==> src/design/vrr_pkg.sv <==
`default_nettype none
package vrr_pkg;

    localparam int VER_W     = 64;
    localparam int ID_W      = 32;
    localparam int TYPE_W    = 16;
    localparam int TIME_W    = 32;
    localparam int LIMIT_W   = 5;
    localparam int CFG_IDX_W = 1;

    localparam logic [TIME_W-1:0] TIME_OPEN = '1;

    typedef enum logic [1:0] {
        ST_EMITTED  = 2'd0,
        ST_BUFFERED = 2'd1,
        ST_REJECTED = 2'd2,
        ST_STALE    = 2'd3
    } status_t;

    typedef enum logic [CFG_IDX_W-1:0] {
        CFG_ORDERED_MODE = 1'b0,
        CFG_BUFFER_LIMIT = 1'b1
    } cfg_index_t;

    typedef struct packed {
        logic [VER_W-1:0]  seq_version;
        logic [ID_W-1:0]   src_vertex;
        logic [ID_W-1:0]   dst_vertex;
        logic [TYPE_W-1:0] link_code;
        logic [TIME_W-1:0] valid_start;
        logic              is_delete;
    } event_t;

    // edge record as held in the store
    typedef struct packed {
        logic [ID_W-1:0]   src_vertex;
        logic [ID_W-1:0]   dst_vertex;
        logic [TYPE_W-1:0] link_code;
        logic [TIME_W-1:0] valid_start;
        logic              is_delete;
    } payload_t;

    typedef struct packed {
        status_t           status;
        logic              has_edge;
        logic [ID_W-1:0]   out_entity;
        logic [ID_W-1:0]   out_target;
        logic [TYPE_W-1:0] out_type;
        logic [TIME_W-1:0] out_from;
        logic [TIME_W-1:0] out_to;
        logic [VER_W-1:0]  out_version;
        logic              last;
    } result_t;

    function automatic payload_t event_payload(input event_t ev);
        payload_t p;
        p.src_vertex  = ev.src_vertex;
        p.dst_vertex  = ev.dst_vertex;
        p.link_code   = ev.link_code;
        p.valid_start = ev.valid_start;
        p.is_delete   = ev.is_delete;
        return p;
    endfunction

    function automatic result_t make_edge(input logic [VER_W-1:0] ver, input payload_t p,
                                          input logic is_last);
        result_t r;
        r.status      = ST_EMITTED;
        r.has_edge    = 1'b1;
        r.out_entity  = p.src_vertex;
        r.out_target  = p.dst_vertex;
        r.out_type    = p.link_code;
        r.out_from    = p.valid_start;
        r.out_to      = p.is_delete ? p.valid_start : TIME_OPEN;
        r.out_version = ver;
        r.last        = is_last;
        return r;
    endfunction

    function automatic result_t make_status(input status_t st, input logic [VER_W-1:0] ver);
        result_t r;
        r             = '0;
        r.status      = st;
        r.out_version = ver;
        r.last        = 1'b1;
        return r;
    endfunction

endpackage
`default_nettype wire

==> src/design/vrr_front.sv <==
`default_nettype none
module vrr_front
    import vrr_pkg::*;
(
    input  wire logic   clk,
    input  wire logic   rst_n,
    input  wire logic   start,
    output logic        busy,
    input  wire event_t item,
    input  wire logic   pop,
    output logic        avail,
    output event_t      head
);

    localparam int QD = 2;

    event_t     q_reg [QD];
    logic       wr_ptr_reg;
    logic       rd_ptr_reg;
    logic [1:0] count_reg;
    logic [1:0] count_next;
    logic       push;

    assign busy  = (count_reg == 2'(QD));
    assign avail = (count_reg != 2'd0);
    assign push  = start && !busy;
    assign head  = q_reg[rd_ptr_reg];

    // track fill level
    always_comb
    begin
        count_next = count_reg;
        if (push && !pop)
            count_next = count_reg + 2'd1;
        else if (pop && !push)
            count_next = count_reg - 2'd1;
    end

    // advance pointers
    always_ff @(posedge clk or negedge rst_n)
    begin
        if (!rst_n)
        begin
            wr_ptr_reg <= 1'b0;
            rd_ptr_reg <= 1'b0;
            count_reg  <= 2'd0;
        end
        else
        begin
            count_reg <= count_next;
            if (push)
                wr_ptr_reg <= ~wr_ptr_reg;
            if (pop)
                rd_ptr_reg <= ~rd_ptr_reg;
        end
    end

    // hold queued transactions
    always_ff @(posedge clk)
    begin
        if (push)
            q_reg[wr_ptr_reg] <= item;
    end

endmodule
`default_nettype wire

==> src/design/vrr_back.sv <==
`default_nettype none
module vrr_back
    import vrr_pkg::*;
#(
    parameter int DEPTH = 16
)
(
    input  wire logic               clk,
    input  wire logic               rst_n,
    input  wire logic               ordered_mode,
    input  wire logic [LIMIT_W-1:0] buffer_limit,
    input  wire logic               avail,
    input  wire event_t             head,
    output logic                    pop,
    output logic                    result_valid,
    output result_t                 result
);

    localparam int IDX_W = (DEPTH > 1) ? $clog2(DEPTH) : 1;
    localparam int CNT_W = $clog2(DEPTH + 1);
    localparam int LW    = (CNT_W > LIMIT_W) ? CNT_W : LIMIT_W;

    typedef enum logic [2:0] {
        S_IDLE,
        S_LOOK,
        S_DECIDE,
        S_DSEARCH,
        S_DFETCH,
        S_DLOAD
    } state_t;

    state_t            state_reg;
    event_t            cur_reg;
    logic [VER_W-1:0]  applied_reg;
    logic [DEPTH-1:0]  valid_reg;
    logic [VER_W-1:0]  slot_ver_reg [DEPTH];
    logic [CNT_W-1:0]  used_reg;
    logic              hit_any_reg;
    logic [IDX_W-1:0]  hit_idx_reg;
    logic              free_any_reg;
    logic [IDX_W-1:0]  free_idx_reg;
    logic              is_next_reg;
    logic              is_stale_reg;
    result_t           pend_reg;
    logic              res_valid_reg;
    result_t           res_reg;
    payload_t          mem [DEPTH];
    payload_t          rd_reg;

    logic [VER_W-1:0]  next_ver;
    logic [VER_W-1:0]  key;
    logic [DEPTH-1:0]  match_vec;
    logic [IDX_W-1:0]  match_idx;
    logic [IDX_W-1:0]  free_idx;
    logic [LW-1:0]     limit_sat;
    logic              full;
    logic              decide_done;
    logic              store_wr;
    logic [IDX_W-1:0]  wr_idx;
    result_t           decide_result;
    result_t           drain_result;

    assign next_ver = applied_reg + 64'd1;
    assign key      = (state_reg == S_LOOK) ? cur_reg.seq_version : next_ver;

    // compare every slot against the lookup key
    always_comb
    begin
        for (int i = 0; i < DEPTH; i++)
            match_vec[i] = valid_reg[i] && (slot_ver_reg[i] == key);
    end

    // lowest matching slot and lowest free slot
    always_comb
    begin
        match_idx = '0;
        free_idx  = '0;
        for (int i = DEPTH - 1; i >= 0; i--)
        begin
            if (match_vec[i])
                match_idx = IDX_W'(i);
            if (!valid_reg[i])
                free_idx = IDX_W'(i);
        end
    end

    // saturate the limit to the store size
    assign limit_sat = (LW'(buffer_limit) > LW'(DEPTH)) ? LW'(DEPTH) : LW'(buffer_limit);
    assign full      = (LW'(used_reg) >= limit_sat) || !free_any_reg;

    assign decide_done = ordered_mode || !is_next_reg;
    assign store_wr    = (state_reg == S_DECIDE) && !ordered_mode && !is_next_reg &&
                         !is_stale_reg && (hit_any_reg || !full);
    assign wr_idx      = hit_any_reg ? hit_idx_reg : free_idx_reg;

    // take the next transaction from the queue when the engine frees up
    assign pop = avail && ((state_reg == S_IDLE) ||
                           (state_reg == S_DECIDE && decide_done) ||
                           (state_reg == S_DFETCH && !hit_any_reg));

    // classify the current event
    always_comb
    begin
        if (ordered_mode)
            decide_result = make_edge(cur_reg.seq_version, event_payload(cur_reg), 1'b1);
        else if (is_stale_reg)
            decide_result = make_status(ST_STALE, cur_reg.seq_version);
        else if (hit_any_reg || !full)
            decide_result = make_status(ST_BUFFERED, cur_reg.seq_version);
        else
            decide_result = make_status(ST_REJECTED, cur_reg.seq_version);
    end

    // mark the released record final when no further slot follows
    always_comb
    begin
        drain_result      = pend_reg;
        drain_result.last = !hit_any_reg;
    end

    // sequence lookup, decision and drain
    always_ff @(posedge clk or negedge rst_n)
    begin
        if (!rst_n)
        begin
            state_reg     <= S_IDLE;
            applied_reg   <= '0;
            valid_reg     <= '0;
            used_reg      <= '0;
            hit_any_reg   <= 1'b0;
            hit_idx_reg   <= '0;
            free_any_reg  <= 1'b0;
            free_idx_reg  <= '0;
            is_next_reg   <= 1'b0;
            is_stale_reg  <= 1'b0;
            res_valid_reg <= 1'b0;
            res_reg       <= '0;
        end
        else
        begin
            res_valid_reg <= 1'b0;
            case (state_reg)
                S_IDLE:
                begin
                    if (avail)
                        state_reg <= S_LOOK;
                end
                S_LOOK:
                begin
                    hit_any_reg  <= |match_vec;
                    hit_idx_reg  <= match_idx;
                    free_any_reg <= ~&valid_reg;
                    free_idx_reg <= free_idx;
                    is_next_reg  <= (cur_reg.seq_version == next_ver);
                    is_stale_reg <= (cur_reg.seq_version <= applied_reg);
                    state_reg    <= S_DECIDE;
                end
                S_DECIDE:
                begin
                    if (ordered_mode || is_next_reg)
                        applied_reg <= cur_reg.seq_version;
                    if (decide_done)
                    begin
                        res_valid_reg <= 1'b1;
                        res_reg       <= decide_result;
                        state_reg     <= avail ? S_LOOK : S_IDLE;
                    end
                    else
                    begin
                        state_reg <= S_DSEARCH;
                    end
                    if (store_wr && !hit_any_reg)
                    begin
                        valid_reg[free_idx_reg] <= 1'b1;
                        used_reg                <= used_reg + CNT_W'(1);
                    end
                end
                S_DSEARCH:
                begin
                    hit_any_reg <= |match_vec;
                    hit_idx_reg <= match_idx;
                    state_reg   <= S_DFETCH;
                end
                S_DFETCH:
                begin
                    res_valid_reg <= 1'b1;
                    res_reg       <= drain_result;
                    if (hit_any_reg)
                    begin
                        valid_reg[hit_idx_reg] <= 1'b0;
                        used_reg               <= used_reg - CNT_W'(1);
                        applied_reg            <= next_ver;
                        state_reg              <= S_DLOAD;
                    end
                    else
                    begin
                        state_reg <= avail ? S_LOOK : S_IDLE;
                    end
                end
                S_DLOAD:
                begin
                    state_reg <= S_DSEARCH;
                end
                default:
                begin
                    state_reg <= S_IDLE;
                end
            endcase
        end
    end

    // hold event data, store contents and the pending edge record
    always_ff @(posedge clk)
    begin
        if (pop)
            cur_reg <= head;
        if (store_wr)
        begin
            slot_ver_reg[wr_idx] <= cur_reg.seq_version;
            mem[wr_idx]          <= event_payload(cur_reg);
        end
        if (state_reg == S_DFETCH)
            rd_reg <= mem[hit_idx_reg];
        if (state_reg == S_DECIDE)
            pend_reg <= make_edge(cur_reg.seq_version, event_payload(cur_reg), 1'b1);
        if (state_reg == S_DLOAD)
            pend_reg <= make_edge(applied_reg, rd_reg, 1'b1);
    end

    assign result_valid = res_valid_reg;
    assign result       = res_reg;

endmodule
`default_nettype wire

==> src/design/version_reorder_release_unit.sv <==
// Buffered, rejected, stale and ordered-mode results are strobed from the decide state; an
//   in-order release is strobed from the fetch state, after a slot search.
// An out-of-order transaction passes lookup and decide; an in-order one also passes slot
//   search and fetch, and every held record released behind it adds a load, search and fetch.
// Reset clears the applied version and the slot valid bits and resets the configuration
//   (buffered mode, limit 16). Results are strobed for one cycle and cannot be stalled.
`default_nettype none
module version_reorder_release_unit
    import vrr_pkg::*;
#(
    parameter int DEPTH = 16
)
(
    input  wire logic                 clk,
    input  wire logic                 rst_n,
    input  wire logic                 start,
    output logic                      busy,
    input  wire event_t               item,
    output logic                      result_valid,
    output result_t                   result,
    input  wire logic                 cfg_valid,
    output logic                      cfg_ready,
    input  wire logic [CFG_IDX_W-1:0] cfg_index,
    input  wire logic [LIMIT_W-1:0]   cfg_data
);

    logic               ordered_mode_reg;
    logic [LIMIT_W-1:0] buffer_limit_reg;
    logic               pop;
    logic               avail;
    event_t             head;

    assign cfg_ready = 1'b1;

    // write configuration registers
    always_ff @(posedge clk or negedge rst_n)
    begin
        if (!rst_n)
        begin
            ordered_mode_reg <= 1'b0;
            buffer_limit_reg <= LIMIT_W'(16);
        end
        else if (cfg_valid && cfg_ready)
        begin
            case (cfg_index)
                CFG_ORDERED_MODE: ordered_mode_reg <= cfg_data[0];
                CFG_BUFFER_LIMIT: buffer_limit_reg <= cfg_data;
                default:          ;
            endcase
        end
    end

    vrr_front u_front (
        .clk   (clk),
        .rst_n (rst_n),
        .start (start),
        .busy  (busy),
        .item  (item),
        .pop   (pop),
        .avail (avail),
        .head  (head)
    );

    vrr_back #(
        .DEPTH (DEPTH)
    ) u_back (
        .clk          (clk),
        .rst_n        (rst_n),
        .ordered_mode (ordered_mode_reg),
        .buffer_limit (buffer_limit_reg),
        .avail        (avail),
        .head         (head),
        .pop          (pop),
        .result_valid (result_valid),
        .result       (result)
    );

endmodule
`default_nettype wire

==> config.mk <==
export PLATFORM = sky130hd
export DESIGN_NAME = version_reorder_release_unit
export DESIGN_NICKNAME = d
export VERILOG_FILES = /design/src/design/vrr_pkg.sv /design/src/design/vrr_front.sv /design/src/design/vrr_back.sv /design/src/design/version_reorder_release_unit.sv
export SDC_FILE = /design/constraint.sdc
export NUM_CORES = 2
export LEC_CHECK = 0
export ABC_AREA = 1
export BUFFER_PORTS_ARGS = -buffer_cell sky130_fd_sc_hd__buf_2
export CAP_MARGIN = 20
export CORE_ASPECT_RATIO = 1.5
export CORE_MARGIN = 2
export CORE_UTILIZATION = 35
export DETAILED_ROUTE_END_ITERATION = 10
export PLACE_DENSITY = 0.47
export SLEW_MARGIN = 20
export SYNTH_ARGS = -nofsm -noshare
export SYNTH_HDL_FRONTEND = slang
export SYNTH_HIERARCHICAL = 1
export SYNTH_SLANG_ARGS = --single-unit
export TNS_END_PERCENT = 50
==> constraint.sdc <==
create_clock -name clk -period 18.5 [get_ports clk]
set_clock_uncertainty 0.15 [all_clocks]
set_input_delay 0.925 -clock clk [delete_from_list [all_inputs] [get_ports clk]]
set_output_delay 0.925 -clock clk [all_outputs]
set_load 0.005 [all_outputs]
# --- Word level (Yosys, flattened, before mapping) ---
# Memories as Yosys holds them, arrays and structs flattened. A register that Yosys moved wholly into a read port is not among the register bits.
# Cells that the tools add are included.
totals:
  reg_bits: 531
  ramBits: 3186
  input_bits: 187
  out_inout_bits: 215
  elab_cells: 208
  mem_count: 3
mem_list:
  columns: ["name", "depth", "word_bits", "rd", "rd_ports_with_merged_regs", "wr", "line_no", "text"]
  rows:
  - ["u_back.mem", 16, 113, 1, 1, 1, "vrr_back.sv:47", "payload_t mem [DEPTH];"]
  - ["u_back.slot_ver_reg", 16, 64, 16, 0, 1, "vrr_back.sv:36", "logic [VER_W-1:0] slot_ver_reg [DEPTH];"]
  - ["u_front.q_reg", 2, 177, 1, 1, 1, "vrr_front.sv:17", "event_t q_reg [QD];"]
op_classes:
  addsub: 5
  n_lt_le_gt_ge: 7
  n_eq_ne: 28
  muxes: 70
  bitwise_logic: 6
  reduce_logical: 58
op_table:
  columns: ["cell", "n"]
  rows:
  - ["$eq 64x64->1", 17]
  - ["$mux 212", 4]
  - ["$pmux 212 s2", 1]
  - ["$mux 209", 2]
  - ["$mux 64", 3]
  - ["$mux 4", 33]
  - ["$pmux 64 s2", 1]
  - ["$add 64x1->64 const B", 1]
  - ["$le 64x64->1", 1]
  - ["$mux 32", 2]
  - ["$mux 16", 2]
  - ["$pmux 16 s2", 1]
  - ["$logic_and 1x1->1", 29]
  - ["$pmux 3 s6", 1]
  - ["$and 16x16->16", 1]
  - ["$not 16->16", 1]
  - ["$or 16x16->16", 1]
  - ["$reduce_and 16->1", 1]
  - ["$reduce_or 16->1", 1]
  - ["$mux 5", 3]
  - ["$logic_not 1->1", 10]
  - ["$lt 4x5->1 const B", 2]
  - ["$pmux 5 s2", 1]
  - ["$mux 3", 3]
  - ["other kinds (24)", 52]

# --- Depth between registers and ports, before layout ---
depth:
  word_depth: 20
  ltp_mapped: 35
  ltp_nobuf: 35

# --- Cells and area by module ---
# Netlist, hierarchy kept.
by_module_without_submodules:
  columns: ["mod", "n_inst", "cells_each", "area_each_um2", "seq_area_each_um2"]
  rows:
  - ["vrr_back", 1, 11671, 150456.8, 107828.4]
  - ["vrr_front", 1, 580, 13414.1, 10730.3]
  - ["version_reorder_release_unit", 1, 30, 254.0, 151.4]

# --- Worst setup path after synthesis ---
# No wires, ideal clock.
synth_timing:
  path_type: "register to register"
  start: "reg u_back.state_reg[0]"
  end: "reg u_front.count_reg[1]"
  setup_ns: 0.117
  arrival_ns: 15.620
  required_time_ns: 18.233
  setup_slack_ns: 2.613
  stages_incl_launch_ff: 12
  n_path_buf: 0
  synth_period_minus_slack_ns: 15.887
  cell_sequence: "dfrtp_1 -> nor3_1 -> inv_1 -> nor2_1 -> clkinv_1 -> a21boi_0 -> inv_1 -> ha_1 -> inv_1 -> nand3_1 -> nand2_1 -> nand2_1"
synth_between:
  elab_chain_len: 8
  elab_cells_between_ends: 13
  cone_classes: "2 x eq/ne; 1 x mux; 10 x reduce/logical"
synth_rtl:
  columns: ["element", "line_no", "text"]
  rows:
  - ["from (decl)", "vrr_back.sv:32", "state_t state_reg;"]
  - ["from (signal assigned)", "vrr_back.sv:166", "state_reg <= avail ? S_LOOK : S_IDLE;"]
  - ["from (signal assigned)", "vrr_back.sv:197", "state_reg <= avail ? S_LOOK : S_IDLE;"]
  - ["$eq 3x2->1", "vrr_back.sv:98", "(state_reg == S_DECIDE && decide_done) ||"]
  - ["$logic_and 1x1->1", "vrr_back.sv:98", null]
  - ["$logic_or 1x1->1", "vrr_back.sv:97", "assign pop = avail && ((state_reg == S_IDLE) ||"]
  - ["$logic_or 1x1->1 (*)", "vrr_back.sv:98", null]
  - ["$logic_and 1x1->1 (*)", "vrr_back.sv:97", null]
  - ["named net pop", "version_reorder_release_unit.sv:29", "logic pop;"]
  - ["$logic_not 1->1", "vrr_front.sv:33", "if (push && !pop)"]
  - ["$logic_and 1x1->1", "vrr_front.sv:33", null]
  - ["$mux 2 or $reduce_bool 2->1 (tied branches)", null, null]
  - ["to (signal assigned)", "vrr_front.sv:50", "count_reg <= count_next;"]
  - ["to (decl)", "vrr_front.sv:20", "logic [1:0] count_reg;"]
# Mark *: on every way through the listed nets, which the timed path passes. The rest lies on a longest branch.
# A chain may end at the register's enable or synchronous reset.

# --- Worst setup path after layout ---
layout_timing:
  start: "reg u_back.state_reg[2]"
  end: "reg u_back.hit_idx_reg[1]"
layout_between:
  elab_chain_len: 20
  elab_cells_between_ends: 52
  cone_classes: "18 x eq/ne; 17 x mux; 17 x reduce/logical"
layout_rtl:
  columns: ["element", "line_no", "text"]
  rows:
  - ["$eq 3x1->1", "vrr_back.sv:64, vrr_back.sv:142", null]
  - ["$mux 64", "vrr_back.sv:64", "assign key = (state_reg == S_LOOK) ? cur_reg.seq_version : next_ver;"]
  - ["$eq 64x64->1", "vrr_back.sv:70", "match_vec[i] = valid_reg[i] && (slot_ver_reg[i] == key);"]
  - ["$logic_and 1x1->1", "vrr_back.sv:70", null]
  - ["$mux 4 (16 in a row)", "vrr_back.sv:80", "if (match_vec[i])"]
  - ["to (signal assigned)", "vrr_back.sv:151", "hit_idx_reg <= match_idx;"]
  - ["to (signal assigned)", "vrr_back.sv:181", "hit_idx_reg <= match_idx;"]
  - ["to (decl)", "vrr_back.sv:39", "logic [IDX_W-1:0] hit_idx_reg;"]
# Parallel ways exist; a longest one is shown, timed or not.

==> results.md <==
* Status: finished clean
* CP max FO at a little under 60
* Worst path cell trace: inv_1 -> nand2_4 -> buf_4 -> nand3_1 -> nand2_2 -> xor2_1 -> o21ai_0 -> a2111oi_0 -> buf_4 -> nand4_1 -> nor2_1 -> nand3_1 -> nand2_1 -> o21bai_1 -> nand2_1 -> nand2_1 -> nand2_1 -> a21oi_1
* Worst skew pair latency at between 1000 and 1500 ps
* GR Util met3 at 2.83%
* Cell Pwr Density at 174 nW/um2
* HP Class: in -> reg
* Synth cell count leaders: edfxtp_1 (3684), nand2_1 (1758), nand3_1 (1309)
* Fraction of registers with async set/reset at slightly above 8%
* Gr usage total at 25.8%
* Max-cap violation count at 0
* Crit. End Element: flip-flop
* Remaining antenna violation count at 0
* Switching pwr at approximately 0.013 W
* Via count at about 110k
* Post-Syn Instances at about 12000
* Synth Register Bits at 4007
* Max FFs per register at ~1800
* CP Launch Type: flip-flop
* Total wire length at between 600 and 700 mm
* Die height at roughly 840 um
* Num ports at between 400 and 500
* Vias/cell at 5.61
* Synth warn at 6
* Die area at ~470000 um2
* Remaining DRCs at 0
* CTS tree: yes
* Final Hold Violating Endpoints at 0
* NumNets Final at 13200
* VDD IR max at 0.000161 V
* Syn Nets at about 13000
* Yosys top cell by area: edfxtp_1
* Num CTS Buffers at around 400
* RSZ-0062 raised after global routing: no
* Distinct cells, synth at 72
* Placed cell area at about 170000 um2
* Post-synth top flop: edfxtp_1
* Worst path most repeated cell: nand2_1
* Largest net degree at the start of global routing at 200
* Critical Path Source: u_back/state_reg[2]
* Gr busiest metal: met2
* Core area at roughly 470000 um2
* Initial antenna violation count at 27
* Row count at 308
* H-tree depth at 5
* Number of DRC markers in iteration 0 at ~11000
* R2R Setup Slk at approximately 12000 ps
* Syn Area/Cell at approximately 13 um2
* Die Wd at approximately 560 um
* Switching share of total power at around two fifths
* Leakage at 64.6 nW
* Share of cells above drive strength 1 at a little over an eighth
* Slew Limit Fails at 0
* First-pass GRT wire length at between 800 and 900 mm
* Cell area after synthesis at between 150000 and 200000 um2
* Critical path required time at 19300 ps
* Routability cong. at about 0.99
* Post-synth EDFFs at 3684
* Port buffer count at 400
* Dpl cells at 18500
* Final Instance Area at around 190000 um2
* Clock-pin slew on the worst setup and hold paths at around 70 ps
* Final Setup Violations at 0
* Grt ovf at 0
* Clock Sinks at ~4000
* CTS Buffer Depth at 4
* Slowest-stage cell, CP: a2111oi_0
* Post-CTS resize count at 0
* Reg power frac at about 41%
* Setup_tns at 0 ps
* Max-slew headroom at between 10% and 20%
* Crit path to: u_back/hit_idx_reg[1]
* Sequential share of the synthesized area at between 70% and 80%
* Reg-to-reg critical path endpoint: u_back/hit_idx_reg[1]
* Finished Layout Cells at 19500
* Fmax at between 100 and 150 MHz
* Number of global-route vias before repair at approximately 110k
* CP arrival at about 7600 ps
* Met1 Use GR at approximately 30%
* Pint at 0.0197 W
* Synth area leaders: edfxtp_1 (67%), dfrtp_1 (4.9%), nand2_1 (4.0%), nand3_1 (4.0%), a31oi_1 (2.5%)
* Worst R2R Start: u_back/state_reg[2]
* Most common cell in the netlist: edfxtp_1
* Met2 Usage GRT at 44.8%
* Reg2Reg Depth at 18
* Crit-path max cell delay at between 900 and 1000 ps
* Critical Setup Path Class: reg -> reg
* Routed wire length per instance at around 32 um
* Area grow syn2layout at 15.1%
* Combinational Power Share at ~33%
* Minimum clock period at a little under 7000 ps
* Actual slew at the worst max-slew pin at roughly 1200 ps
* Final period utilization at 36.6%
* Root buffer cell: clkbuf_16
* Detailed placement HPWL at between 300 and 400 mm
* Starting Density at between 30% and 40%
* Fin util at around two fifths
* Power share of the clock group at between 20% and 30%
* First-pass DRT Iterations at 8
* Post-synth top area share at roughly 67%
## cells in the final DEF (no fill, tap or decap), types with 29 or more instances in the layout
master,count
edfxtp_1,3684
nand2_1,1741
nand3_1,1309
nor2_1,702
a31oi_1,656
inv_1,531
a22oi_1,458
clkbuf_16,402
buf_2,401
o21ai_0,349
buf_4,319
dfrtp_1,318
xor2_1,265
dlygate4sd3_1,177
mux2_2,156
xnor2_1,138
a21oi_1,130
or4_1,120
mux2_4,101
o22ai_1,97
nand4_1,91
clkinv_2,86
ha_1,74
clkbuf_1,70
nor4_1,63
o211ai_1,62
clkinv_1,61
or2_2,58
nand2_2,51
a32oi_1,49
bufinv_16,39
a211oi_1,39
nor3_1,36
a221oi_1,35
o2111ai_1,34
a22o_1,29
## stage by stage
stage,hold slack [ps],setup WS (ps),total power (W)
2_1_floorplan,289,2610,0.0191
3_3_place_gp,303,11400,0.0247
3_5_place_dp,309,11800,0.0247
4_1_cts,23.2,11820,0.0331
5_1_grt,77.3,11680,0.0341
6_report,111,11740,0.0329
## worst max-delay path, delay by kind of cell, from the launching register on
family	cells	cell delay, ps
compound gates	4	1340
xor+xnor	1	240
buf+inv	3	1200
flops	1	540
simple gates	10	3130
## how the worst min path moves through the flow
stage                                  from              endpoint  slack, ps  cells past startpoint
CTS                             cfg_data[4]   buffer_limit_reg[4]         20                      3
global route                    cfg_data[4]   buffer_limit_reg[4]         80                      3
floorplan                  ordered_mode_reg      ordered_mode_reg        290                      2
finish                          cfg_data[1]   buffer_limit_reg[1]        110                      3
global placement       u_front/count_reg[1]  u_front/count_reg[1]        300                      2
detailed placement  u_back/drain_result[22]     u_back/result[22]        310                      2
## layer usage
metal,up-vias,routed length [um]
met4,4,49500
met1,56200,231000
li1,47200,-
met3,1234,32800
met5,-,31
met2,4532,314000
## kinds of logic after synthesis
| family | after synthesis | share of synthesized area [%] |
|---|---|---|
| DFF | 4007 | 72.3 |
| muxes | 257 | 1.99 |
| AOI/OAI and AO/OA | 2019 | 8.07 |
| adders and majority gates | 75 | 0.576 |
| other | 1 | 0.00228 |
| xor gates and xnor gates | 403 | 2.15 |
| buffers and inverters | 1237 | 3.16 |
| and+or+nand+nor | 4282 | 11.7 |
## power by group through the flow
| stage | clock, W | sequential (W) | combinational [W] |
|---|---|---|---|
| floorplan | 0 | 0.0135 | 0.00562 |
| global placement | 0 | 0.0138 | 0.0109 |
| detailed placement | 0 | 0.0138 | 0.0109 |
| CTS | 0.00846 | 0.0137 | 0.0110 |
| global route | 0.00878 | 0.0138 | 0.0115 |
| finish | 0.00828 | 0.0136 | 0.0110 |
## cell type report
cell class	count	area, um2
inverter	559	2150
sequential	4007	119000
fill	43900	279000
clock buffer	500	10700
timing repair buffer	917	6580
tap	6200	7760
multi-input combinational	7037	40500
antenna	10	25.0
clock inverter	232	2420
## repair_timing
| item | CTS | global route |
|---|---|---|
| endpoints found under the hold margin | 418 | 0 |
| setup buffers | 0 | 0 |
| hold buffers | 177 | 0 |
Note: power is estimated with default switching activity, not from simulation.
